--- src/sv/vat_queue.sv ---
`timescale 1ns / 1ps
// Small register queue that decouples the front end from the back end.
module vat_queue #(
  parameter int W     = 8,
  parameter int DEPTH = 2
) (
  input  logic         clk,
  input  logic         rst_n,
  input  logic         push,
  input  logic [W-1:0] din,
  input  logic         pop,
  output logic [W-1:0] dout,
  output logic         full,
  output logic         empty
);

  localparam int PTR_W = (DEPTH > 1) ? $clog2(DEPTH) : 1;
  localparam int CNT_W = $clog2(DEPTH + 1);

  logic [W-1:0]     mem_r [DEPTH];
  logic [PTR_W-1:0] wr_ptr_r;
  logic [PTR_W-1:0] rd_ptr_r;
  logic [PTR_W-1:0] wr_ptr_nxt;
  logic [PTR_W-1:0] rd_ptr_nxt;
  logic [CNT_W-1:0] cnt_r;
  logic [CNT_W-1:0] cnt_nxt;
  logic             do_push;
  logic             do_pop;

  always_comb begin
    full    = (cnt_r == CNT_W'(DEPTH));
    empty   = (cnt_r == '0);
    do_push = push && !full;
    do_pop  = pop && !empty;
    dout    = mem_r[rd_ptr_r];
    wr_ptr_nxt = wr_ptr_r;
    rd_ptr_nxt = rd_ptr_r;
    if (do_push) begin
      wr_ptr_nxt = (wr_ptr_r == PTR_W'(DEPTH - 1)) ? '0 : wr_ptr_r + 1'b1;
    end
    if (do_pop) begin
      rd_ptr_nxt = (rd_ptr_r == PTR_W'(DEPTH - 1)) ? '0 : rd_ptr_r + 1'b1;
    end
    unique case ({do_push, do_pop})
      2'b10:   cnt_nxt = cnt_r + 1'b1;
      2'b01:   cnt_nxt = cnt_r - 1'b1;
      default: cnt_nxt = cnt_r;
    endcase
  end

  always_ff @(posedge clk) begin
    if (do_push) begin
      mem_r[wr_ptr_r] <= din;
    end
  end

  always_ff @(posedge clk) begin
    if (!rst_n) begin
      wr_ptr_r <= '0;
      rd_ptr_r <= '0;
      cnt_r    <= '0;
    end else begin
      wr_ptr_r <= wr_ptr_nxt;
      rd_ptr_r <= rd_ptr_nxt;
      cnt_r    <= cnt_nxt;
    end
  end

endmodule

--- config.mk ---
export PLATFORM = sky130hd
export DESIGN_NAME = vat_queue
export DESIGN_NICKNAME = d
export VERILOG_FILES = /design/src/sv/vat_queue.sv
export SDC_FILE = /design/constraint.sdc
export NUM_CORES = 1
export LEC_CHECK = 0
export ABC_AREA = 1
export BUFFER_PORTS_ARGS = -buffer_cell sky130_fd_sc_hd__buf_4
export CAP_MARGIN = 20
export CORE_MARGIN = 2
export CORE_UTILIZATION = 40
export DETAILED_ROUTE_END_ITERATION = 8
export SETUP_SLACK_MARGIN = 0.5
export SYNTH_ARGS = -nofsm -noshare
export SYNTH_HDL_FRONTEND = slang
export SYNTH_SLANG_ARGS = --single-unit
--- constraint.sdc ---
create_clock -name clk -period 2.8 [get_ports clk]
set_input_delay 0.28 -clock clk [delete_from_list [all_inputs] [get_ports clk]]
set_output_delay 0.28 -clock clk [all_outputs]
set_load 0.01 [all_outputs]
### After elaboration in Yosys (flattened, before gate mapping)

Memories as Yosys holds them, arrays and structs flattened. A register that Yosys moved wholly into a read port is not among the register bits.
Index checks and enable logic that the tools add are counted.

* bits in writable memories: 16
* register bits: 4
* latch bits: 0
* memories kept: 1
* word-level logic and storage cells: 24
* ROM bits: 0

Memory list
* mem_r: depth 2, width 8, read ports 1, clocked after memory_dff 1, wr ports 1, RTL line 20 `logic [W-1:0] mem_r [DEPTH];`

* reduce and logical (&&, ||, !) cells: 6
* multipliers: 0
* add/subtract/negate cells: 4
* bitwise gates (word level): 0
* eq/ne operators: 3
* order comparisons: 0
* divide/modulo/power cells: 0
* muxes and demuxes: 7
* shift-type cells: 0

Operators by type and width (number)
* 1-bit two-way mux: 6
* 2-bit equality test (second input constant): 2
* 2-bit one-hot mux with 2 select lines: 1
* 1-bit adder (second input constant): 2
* 2-bit by 1-bit adder with 2-bit output (second input constant): 1
* 2-bit by 1-bit equality test with 1-bit output (second input constant): 1
* 1-bit logical AND: 2
* 1-bit zero test: 2
* 2-bit zero test: 1
* 2-bit nonzero test: 1
* 2-bit by 1-bit subtractor with 2-bit output (second input constant): 1

### Logic depth before layout (Yosys ltp)

* depth after elaboration: 5
* mapped depth: 10

### Worst setup path after synthesis

Ideal clock, no wire load.

* kind: reg2reg
* start point: register cnt_r[0]
* end point: memory mem_r[0][0] (enable)
* arrival time: 0.991 ns
* data required time: 2.430 ns
* library setup time: 0.370 ns
* slack: 1.439 ns
* stages on the path, launching flop included: 5
* path buffers: 0
* cells stage by stage: dfxtp_1 -> nor2_2 -> nor2_2 -> inv_1 -> nor2_1

* cells in the longest elaborated chain, start to end: 5

Ends and longest elaborated chain
* start: declaration: RTL line 25 `logic [CNT_W-1:0] cnt_r;`
* start signal: assignment: RTL line 65 `cnt_r <= cnt_nxt;`
* 2-bit equality test: RTL line 31 `full = (cnt_r == CNT_W'(DEPTH));`
* net full: RTL line 13 `output logic full,`
* 1-bit zero test: RTL line 33 `do_push = push && !full;`
* 1-bit logical AND: RTL line 33
* 1-bit two-way mux: RTL line 52 `if (do_push) begin`
* 1-bit two-way mux (implied by the code): RTL line 53 `mem_r[wr_ptr_r] <= din;`
* end: declaration: RTL line 20

The timed path passes the listed nets, and every way through them passes these cells.

==> impl_metrics.env <==
export IMPL_fmax_ghz=0.605
export IMPL_irDropWorstVdd_v=0.000368
export IMPL_cellPowerDensity_nw_per_um2=731
export IMPL_floorplan_die_area_um2=2480
export IMPL_switching_share=0.288
export IMPL_numCtsBuffers=3
export IMPL_synth_area_leaders="edfxtp_1 57%, dfxtp_1 12%, mux2_2 11%"
export IMPL_crit_path_start_kind="flop"
export IMPL_post_cts_buffers=0
export IMPL_drtAntennaViolNets=0
export IMPL_path_buf_inv=1
export IMPL_core_region_area_um2=1960
export IMPL_grt_ovfl_total=0
export IMPL_route_vias_total=525
export IMPL_synth_area_per_cell_um2=12.9
export IMPL_synth_area_leader_cell="edfxtp_1"
export IMPL_hold_path_class="in -> reg"
export IMPL_slew_violations=0
export IMPL_grt_pass1_vias=501
export IMPL_wl_met3_um=70
export IMPL_relSlewSlack=0.567
export IMPL_crit_path_end="dout[5]"
export IMPL_dpl_hpwl_um=980
export IMPL_grt_pass1_wl_um=2050
export IMPL_m1WireLength_um=515
export IMPL_worstMarginPinSlew_ps=647
export IMPL_place_gp_congestion=0.755
export IMPL_grt_util_all_layers=0.112
export IMPL_setup_tns_ps=0
export IMPL_wl_per_cell_um=10.8
export IMPL_syn_num_nets=78
export IMPL_crit_required_ps=2520
export IMPL_yosysMostFrequentCell="edfxtp_1"
export IMPL_route_top_layer_used="met4"
export IMPL_yosys_top_cells_count="16 x edfxtp_1, 9 x nor2_1, 8 x mux2_2"
export IMPL_drv_cap=0
export IMPL_synth_edff_count=16
export IMPL_diodes=0
export IMPL_synthCells=65
export IMPL_p_sw_uw=221
export IMPL_setup_worst_path_end_class="output port"
export IMPL_worstPathArrival_ps=1370
export IMPL_slowest_stage="dfxtp_1"
export IMPL_layout_nets=103
export IMPL_power_frac_seq=0.532
export IMPL_antenna_found_initial=0
export IMPL_cts_root_buf="clkbuf_4"
export IMPL_skew_ps=2.16
export IMPL_p_int_uw=547
export IMPL_path_cells="mux2_2, buf_4"
export IMPL_fp_dieW_um=49.8
export IMPL_syn_area_um2=840
export IMPL_fin_crit_sh=0.591
export IMPL_hold_viol=0
export IMPL_setup_viol_count_final=0
export IMPL_cts_sinks=21
export IMPL_drc=0
export IMPL_finalPower_uw=769
export IMPL_first_pass_iters=4
export IMPL_cts_resized=0
export IMPL_cts_tree="done"
export IMPL_synth_flop_cell="edfxtp_1"
export IMPL_hold_buffers=0
export IMPL_synth_top_area_share=0.572
export IMPL_clk_pin_slew_ps=110
export IMPL_run_status="completed"
export IMPL_crit_fanout=8
export IMPL_die_height_um=49.8
export IMPL_synth_seq_cells=21
export IMPL_grt_setup_unrepaired="no"
export IMPL_regToRegStartpoint="cnt_r[0]"
export IMPL_vias_per_cell=4.53
export IMPL_leakage_nw=0.440
export IMPL_drtIter0Drc=8
export IMPL_h_tree_depth=1
export IMPL_grt_max_degree=12
export IMPL_regToRegSetupSlack_ps=1270
export IMPL_crit_family="flip-flops"
export IMPL_wl_met2_um=651
export IMPL_crit_type="reg -> out"
export IMPL_seq_area_frac_synth=0.692
export IMPL_port_buffers=21
export IMPL_finalCriticalPeriod_ps=1650
export IMPL_clk_path_buf_depth=2
export IMPL_wl_um=1250
export IMPL_num_rows=16
export IMPL_async_flop_share=0
export IMPL_pwr_share_clk=0.179
export IMPL_io_pins=22
export IMPL_synthDistinctLibCells=16
export IMPL_area_growth_pct=25.3
export IMPL_insertion_delay_ps=290
export IMPL_ff2ff_path_depth=4
export IMPL_start_util=0.428
export IMPL_r2r_end="mem_r[0][1]"
export IMPL_p_comb_frac=0.289
export IMPL_layout_drive_gt1_share=0.438
export IMPL_path_depth=2
export IMPL_ys_warnings_count=0
export IMPL_slowest_delay_ps=550
-- worst min path at each step --
stage | startpoint | end | slack, ps | cells after the start
6_report | din[0] | mem_r[1][0] | 160 | 1
4_1_cts | din[0] | mem_r[1][0] | 150 | 1
2_1_floorplan | din[0] | mem_r[0][0] | 380 | 0
5_1_grt | din[0] | mem_r[1][0] | 150 | 1
3_5_place_dp | din[6] | mem_r[0][6] | 470 | 1
3_3_place_gp | din[6] | mem_r[1][6] | 470 | 1
-- registers in the layout, summed over array words and instances, names as in the netlist, named ones only --
signal,count
cnt_r,2
rd_ptr_r,1
mem_r,16
wr_ptr_r,1
-- routing by layer --
metal  GRT usage  vias to the layer above
met5           0                        -
met4      0.0556                        0
met3      0.0273                        4
met2       0.191                       14
met1       0.130                      241
li1            -                      266
-- layout make-up --
cell class,instances,area [um^2]
Fill cell,199,910
Sequential cell,21,581
Multi-Input combinational cell,34,220
Timing Repair Buffer,21,158
Inverter,9,33.8
Tap cell,27,33.8
Clock buffer,4,26.3
-- layout by cell type (no fill, tap or decap) --
cell type,synthesis,final
a21oi_1,1,1
buf_4,0,21
clkbuf_1,0,1
clkbuf_4,0,3
dfxtp_1,5,5
edfxtp_1,16,16
ha_1,1,1
inv_1,7,7
inv_2,2,2
mux2_2,8,8
nand2_1,7,7
nand2_2,1,1
nand3_1,1,1
nand4_1,1,1
nor2_1,9,9
nor2_2,3,3
nor2_4,1,1
o21ai_0,1,1
-- cells by family (layout without fill, tap and decap cells) --
family	after synthesis	count (layout)	share of synthesized area
compound gates	2	2	0.0119
fa+ha+maj	1	1	0.0149
buf+inv	10	34	0.0462
flops	21	21	0.692
mux	8	8	0.107
simple gates	23	23	0.128
-- power by group through the flow --
stage	Sequential (mW)	Combinational [mW]	Clock [mW]
after floorplan	0.403	0.150	0
after global placement	0.416	0.223	0
after detailed placement	0.417	0.226	0
after CTS	0.410	0.227	0.147
after global routing	0.415	0.249	0.155
final	0.409	0.222	0.137
-- through the flow --
stage,hold slack [ps],std cells,utilization,worst slack (ps),instance area (um^2)
2_1_floorplan,379,65,-,1440,840
5_1_grt,147,116,0.536,1060,1050
3_5_place_dp,469,112,0.523,1240,1030
4_1_cts,152,116,0.536,1120,1050
3_3_place_gp,467,112,0.523,1290,1030
6_report,164,116,0.536,1150,1050
(Power assumes the default switching activity.)
