**config.mk**
```make
export PLATFORM = sky130hd
export DESIGN_NAME = vat_front
export DESIGN_NICKNAME = d
export VERILOG_FILES = /design/src/sv/vat_pkg.sv /design/src/sv/vat_front.sv
export SDC_FILE = /design/constraint.sdc
export NUM_CORES = 1
export LEC_CHECK = 0
export ABC_AREA = 1
export BUFFER_PORTS_ARGS = -buffer_cell sky130_fd_sc_hd__clkbuf_2
export CORE_MARGIN = 2
export CORE_UTILIZATION = 50
export CTS_BUF_LIST = sky130_fd_sc_hd__clkbuf_8
export DETAILED_ROUTE_END_ITERATION = 10
export HOLD_SLACK_MARGIN = 0.08
export PLACE_DENSITY_LB_ADDON = 0.12
export REMOVE_ABC_BUFFERS = 1
export SLEW_MARGIN = 20
export SYNTH_ARGS = -nofsm -noshare
export SYNTH_HDL_FRONTEND = slang
export SYNTH_SLANG_ARGS = --single-unit
```
**constraint.sdc**
```tcl
create_clock -name clk -period 6.1 [get_ports clk]
set_input_delay 0.305 -clock clk [delete_from_list [all_inputs] [get_ports clk]]
set_output_delay 0.305 -clock clk [all_outputs]
set_load 0.02 [all_outputs]
```
**src/sv/vat_pkg.sv**
```systemverilog
`timescale 1ns / 1ps
// Shared types, codes and helper functions of the vertex affine transform block.
package vat_pkg;

  localparam int COORD_W    = 32;
  localparam int TRIG_W     = 18;
  localparam int TRIG_BITS  = 16;
  localparam int CFG_IDX_W  = 3;
  localparam int CFG_DATA_W = 32;

  localparam logic [2:0] MODE_TRANSLATE = 3'd0;
  localparam logic [2:0] MODE_SCALE     = 3'd1;
  localparam logic [2:0] MODE_ROT_X     = 3'd2;
  localparam logic [2:0] MODE_ROT_Y     = 3'd3;
  localparam logic [2:0] MODE_ROT_Z     = 3'd4;
  localparam logic [2:0] MODE_CENTER    = 3'd5;
  localparam logic [2:0] MODE_NORMALIZE = 3'd6;

  localparam logic [CFG_IDX_W-1:0] CFG_MODE   = 3'd0;
  localparam logic [CFG_IDX_W-1:0] CFG_AXIS   = 3'd1;
  localparam logic [CFG_IDX_W-1:0] CFG_OFFSET = 3'd2;
  localparam logic [CFG_IDX_W-1:0] CFG_SCALE  = 3'd3;
  localparam logic [CFG_IDX_W-1:0] CFG_COS    = 3'd4;
  localparam logic [CFG_IDX_W-1:0] CFG_SIN    = 3'd5;

  localparam logic OP_MEASURE = 1'b0;
  localparam logic OP_APPLY   = 1'b1;

  typedef logic signed [COORD_W-1:0] coord_t;
  typedef logic signed [TRIG_W-1:0]  trig_t;

  typedef struct packed {
    logic [2:0] mode;
    logic [1:0] axis;
    coord_t     offset;
    coord_t     scale;
    trig_t      cos_v;
    trig_t      sin_v;
  } cfg_t;

  // One apply item on its way from the front to the back, with the bounding
  // box figures it needs taken at the moment it was accepted.
  typedef struct packed {
    coord_t [2:0] v;
    coord_t [2:0] mid;
    logic [31:0]  ext;
    logic         need_factor;
  } entry_t;

  function automatic coord_t sat32(input logic signed [63:0] x);
    if (x > $signed(64'h0000_0000_7FFF_FFFF)) begin
      return 32'sh7FFF_FFFF;
    end
    if (x < $signed(64'hFFFF_FFFF_8000_0000)) begin
      return 32'sh8000_0000;
    end
    return x[31:0];
  endfunction

  function automatic logic signed [63:0] sext64(input coord_t x);
    return $signed({{32{x[31]}}, x});
  endfunction

endpackage

```
**src/sv/vat_front.sv**
```systemverilog
`timescale 1ns / 1ps
// Front end: accepts items, keeps the bounding box and classifies apply items.
module vat_front (
  input  logic            clk,
  input  logic            rst_n,
  input  logic            in_push,
  input  logic            in_op,
  input  logic            in_first,
  input  vat_pkg::coord_t in_x_in,
  input  vat_pkg::coord_t in_y_in,
  input  vat_pkg::coord_t in_z_in,
  input  logic [2:0]      mode,
  input  logic            q_full,
  output logic            q_push,
  output vat_pkg::entry_t q_entry
);

  vat_pkg::coord_t min_r [3];
  vat_pkg::coord_t max_r [3];
  vat_pkg::coord_t min_nxt [3];
  vat_pkg::coord_t max_nxt [3];
  vat_pkg::coord_t vtx [3];
  logic            ready_r;
  logic            ready_nxt;
  logic            accept;
  logic            need_factor;
  logic [32:0]     sum_c [3];
  logic [32:0]     diff_c [3];
  logic [31:0]     ext_c;

  always_comb begin
    vtx[0] = in_x_in;
    vtx[1] = in_y_in;
    vtx[2] = in_z_in;
    accept = in_push && !q_full;
    need_factor = (in_op == vat_pkg::OP_APPLY) && (mode == vat_pkg::MODE_NORMALIZE) &&
                  (in_first || !ready_r);
    ext_c = '0;
    for (int i = 0; i < 3; i++) begin
      sum_c[i]  = {max_r[i][31], max_r[i]} + {min_r[i][31], min_r[i]};
      diff_c[i] = {max_r[i][31], max_r[i]} - {min_r[i][31], min_r[i]};
      if (!diff_c[i][32] && (diff_c[i][31:0] > ext_c)) begin
        ext_c = diff_c[i][31:0];
      end
    end
    ready_nxt = ready_r;
    for (int i = 0; i < 3; i++) begin
      min_nxt[i] = min_r[i];
      max_nxt[i] = max_r[i];
    end
    if (accept) begin
      if (in_op == vat_pkg::OP_MEASURE) begin
        for (int i = 0; i < 3; i++) begin
          if (in_first) begin
            min_nxt[i] = vtx[i];
            max_nxt[i] = vtx[i];
          end else begin
            if (vtx[i] < min_r[i]) min_nxt[i] = vtx[i];
            if (vtx[i] > max_r[i]) max_nxt[i] = vtx[i];
          end
        end
        ready_nxt = 1'b0;
      end else if (need_factor) begin
        ready_nxt = 1'b1;
      end
    end
    q_push = accept && (in_op == vat_pkg::OP_APPLY);
    for (int i = 0; i < 3; i++) begin
      q_entry.v[i]   = vtx[i];
      q_entry.mid[i] = sum_c[i][32:1];
    end
    q_entry.ext = ext_c;
    q_entry.need_factor = need_factor;
  end

  always_ff @(posedge clk) begin
    if (!rst_n) begin
      ready_r <= 1'b0;
      for (int i = 0; i < 3; i++) begin
        min_r[i] <= '0;
        max_r[i] <= '0;
      end
    end else begin
      ready_r <= ready_nxt;
      for (int i = 0; i < 3; i++) begin
        min_r[i] <= min_nxt[i];
        max_r[i] <= max_nxt[i];
      end
    end
  end

endmodule

```
Word-level counts from Yosys, hierarchy flattened
Memories as Yosys holds them, arrays and structs flattened. Cells that the tools add are included.

Eq/ne operators: 2. Shift operators: 0. Multiply operators: 0. Div/mod/pow operators: 0. $add $sub $neg: 6. $lt $le $gt $ge: 9. Bitwise logic cells: 6. Reductions and logical operators: 14. Mux-type cells: 29.

Operator list (count): $mux 32 (21); $mux 96 (4); $gt 32x32->1 (5); $add 32x32->33 (3); $sub 32x32->33 (3); $lt 32x32->1 (3); $gt 32x1->1 const B (1); $logic_and 1x1->1 (7); $or 1x1->1 (6); $logic_not 1->1 (5); $mux 1 (4); $eq 3x3->1 const B (1); $ne 2x1->1 const B (1); $reduce_and 2->1 (1); $logic_or 1x1->1 (1).

Memories: 2. Output and inout bits: 226. Memory bits (writable): 192. Register bits after elaboration: 1. Logic and storage cells: 69. Bits in read-only memories: 0. Input bits: 105. Latch bits: 0.

Memory list: max_r (words 3, width 32, rd ports 3, clocked after memory_dff 0, wr ports 3, line vat_front.sv:19) `vat_pkg::coord_t max_r [3];`; min_r (words 3, width 32, rd ports 3, clocked after memory_dff 0, wr ports 3, line vat_front.sv:18) `vat_pkg::coord_t min_r [3];`.

Depth between registers and ports, before layout
Depth in word-level cells: 10. Mapped depth: 45. Depth with buffers taken out: 43.

Worst setup path after synthesis
No wires, ideal clock.

Path kind: register to output. Start: memory min_r[0][0] (netlist bit). End: output q_entry[26] (netlist bit). Setup slack: 0.379 ns. Data arrival time: 5.416 ns. Stages on the path, launching flop included: 41. Buffers on the path: 3. Required time: 5.795 ns. Path through: dfxtp_1 > ha_1 > inv_1 > fa_1 > nand2_1 > nand3_2 > nand3_2 > nand2_4 > nand2_2 > nand2_1 > nand2_1 > nand2_1 > nand2_1 > nand2_1 > xor2_1 > inv_2 > buf_4 > nand3_4 > [... 5 more ...] > o21ai_0 > nand2_1 > nand2_1 > a21oi_1 > clkbuf_1 > nand3_1 > nand2_1 > ha_1 > a21oi_1 > nor2_1 > a211oi_1 > o21ai_0 > a21oi_1 > a21oi_1 > nand2_2 > buf_2 > nand3_1 > nand2_1.

RTL lines: from (decl) (line vat_front.sv:18); to (decl) (line vat_front.sv:15) `output vat_pkg::entry_t q_entry`.

==> results.yml <==
run_status:
  status: "finished with violations"
  failed_checks: "negative setup slack"
power_and_ir_drop:
  p_sw_share_pct: 50.6
  p_int_mw: 5.99
  pwr-share-clk_pct: 8.1
  power_frac_comb_pct: 80.4
  power_mw: 12.1
  ir_worst_vdd_mv: 0.569
  p_sw_mw: 6.13
  power_density_nw_per_um2: 334
  seqPwrFrac_pct: 11.5
  leakagePower_nw: 18.9
placement:
  place.gp.congestion: 0.985
  dp_slack_ps: -247
  dpl.cell_count: 5694
  hpwlAfterDp_microns: 75000
  dpl_cell_area_sq_um: 32300
  port_buffers: 330
route:
  drtPass1Iterations: 6
  wl_per_cell_microns: 16.4
  dr_total_vias: 30985
  vias_per_cell: 5.29
  wl_microns: 96000
  drc: 0
  antenna_left: 0
  drt_first_iter_violations: 2069
setup_path:
  r2r-end: "max_r[0][27]"
  cp_max_fo: 7
  regToRegSetupSlack_ps: 440
  r2r_start: "max_r[0][27]"
  crit_required_ps: 5790
  path_class: "flip-flop to primary output"
  cp_data_arrival_time_ps: 6570
  crit_path_start_kind: "flip-flop"
  critical_path.slowest_cell: "ha_2"
  rr_worst_depth: 18
  endpoint_kind: "primary output"
  path_common_cell: "nand2_1"
  slowest_delay_ps: 390
finish:
  drive_above_1_share_pct: 22.6
  fin_cells: 5860
  nets: 5646
  finalInstanceArea_sq_um: 36300
  fillCellCount: 5293
  area_growth_pct: 27.9
  final_util_pct: 64.4
cts:
  clk_path_buf_depth: 2
  insertion_delay_ps: 600
  htree_levels: 4
  path_clk_slew_ps: 100
  cts_sinks: 193
  tritoncts: "built"
  cts_buffers: 17
  cts_root_buf: "clkbuf_8"
global_route:
  busiest_layer: "met2"
  grt_max_degree: 184
  use_met3_pct: 3.94
  antenna_found_initial: 1
  grt_pass1_wl_microns: 150000
  grt_usage_pct: 31.3
  grt_util_met1_pct: 40.1
  overflow: 0
  met2_usage_pct: 53.3
  grt_pass1_vias: 29142
floorplan:
  die_x_microns: 242
  fp.coreArea_sq_um: 56300
  start_util_pct: 50.4
  fp.dieH_microns: 242
  rows: 87
  io_pins: 331
  die_area_sq_um: 58700
yosys:
  async_reset_ff_share_pct: 0
  synth_edf_count: 0
  synthCells: 4527
  synth-seq-cells: 193
  synth_flop_cell: "dfxtp_1"
  seq_area_frac_synth_pct: 13.6
  synth_cell_types: 54
  synth_warnings: 0
  synth.cell_area_sq_um: 28400
  syn_area_per_cell_sq_um: 6.27
timing:
  finalClockSkew_ps: 21.0
  fin_ws_ps: -776
  final.min_clock_period_ps: 6880
  max_freq_mhz: 145
  finalSetupTns_ps: -22870
  fin_worst_hold_slack_ps: 157
  worst_pin_slew_ps: 1020
  fin_crit_sh_pct: 113
  drv_slew: 0
  setup_viol: 32
  relSlewSlack_pct: 31.1
  rsz0062_at_grt: "yes"
  hold_violations: 0
flow_run:
  maxCapViolCount: 0
worst_hold_path:
  hold_depth: 5
  hp-start: "in_y_in[30]"
  hold_end: "min_r[0][62]"
  hold_path.class: "input pin to flip-flop"
-- what timing repair did --
| item | in CTS | in global routing |
|---|---|---|
| setup buffers | 15 | 12 |
| pin swaps | 21 | 89 |
| hold endpoints to repair | 180 | 0 |
| resized for setup | 156 | 349 |
| setup endpoints to repair | 32 | 32 |
| gates cloned | 4 | 4 |
| hold buffers | 99 | 0 |
-- power groups by stage --
| stage | sequential (mW) | combinational (mW) | clock (mW) |
|---|---|---|---|
| finish | 1.39 | 9.75 | 0.981 |
| global route | 1.40 | 10.4 | 1.05 |
| CTS | 1.39 | 7.75 | 1.02 |
| detailed placement | 1.42 | 6.98 | 0 |
| global placement | 1.41 | 6.94 | 0 |
| floorplan | 1.40 | 4.08 | 0 |
-- critical path, delay by kind of cell, from the launching register on --
kind                     cells  cell delay [ps]
AND/OR/NAND/NOR             26             2830
buffers and inverters       10             1440
adder cells (fa/ha/maj)      3              960
AO/OA/AOI/OAI                3              390
flip-flops                   1              340
-- synth_stat cells (57+ instances only) --
library cell    n  area [sq um]
xor2_1        144          1260
dfxtp_1       193          3860
nand2_1       924          3470
buf_4         105           788
clkbuf_1       99           372
nor3_1         57           285
a21oi_1       491          2460
nand3_1       314          1570
ha_1          445          5570
o21ai_0       139           696
inv_1         698          2620
nor2_1        440          1650
-- registers in the layout, summed over array words and instances (netlist names) --
signal / flops
min_r: 96
ready_r: 1
max_r: 96
-- logic make-up (layout without fill, tap and decap cells) --
kind of cell | Yosys count | in the layout | synth area share (%)
buf+inv | 989 | 1565 | 15.0
other cells | 0 | 1 | 0
simple gates | 1959 | 1959 | 31.4
fa+ha+maj | 451 | 451 | 20.1
flops | 193 | 193 | 13.6
xor+xnor | 151 | 151 | 4.74
compound gates | 784 | 784 | 15.2
-- worst max-delay path by stage --
stage,from,to,slack [ps],cells after the start
global placement,min_r[0][13],q_entry[19],-200,39
floorplan,in_push,max_r[0][0],-6790,6
global route,min_r[0][17],q_entry[26],-1120,43
detailed placement,min_r[0][6],q_entry[19],-250,41
CTS,max_r[0][0],q_entry[26],-620,43
finish,min_r[0][17],q_entry[26],-780,42
-- cell type report --
cell class,count,area [sq um],share of cell area (%)
clock inverter,14,174,0.480
clock buffer,18,248,0.683
antenna,1,2.50,0.00690
sequential,193,3870,10.7
timing repair buffer,823,6210,17.1
tap,756,946,2.61
multi-input combinational,3345,22100,61.1
inverter,710,2670,7.36
-- layout by cell type (no fill, tap or decap), types with 95 or more instances in the layout --
| master | n |
|---|---|
| nand2_1 | 809 |
| inv_1 | 693 |
| a21oi_1 | 476 |
| nor2_1 | 425 |
| ha_1 | 382 |
| buf_4 | 360 |
| nand3_1 | 303 |
| clkbuf_2 | 297 |
| dfxtp_1 | 185 |
| xor2_1 | 143 |
| o21ai_0 | 128 |
| dlygate4sd3_1 | 99 |
| nand2_2 | 95 |
-- metal layers --
layer  wire, microns  vias to the layer above
met1           41800                    14213
met3            4860                      197
met2           45800                      869
li1                -                    15706
met4            3560                        0
met5               0                        -
(Power assumes the default switching activity.)
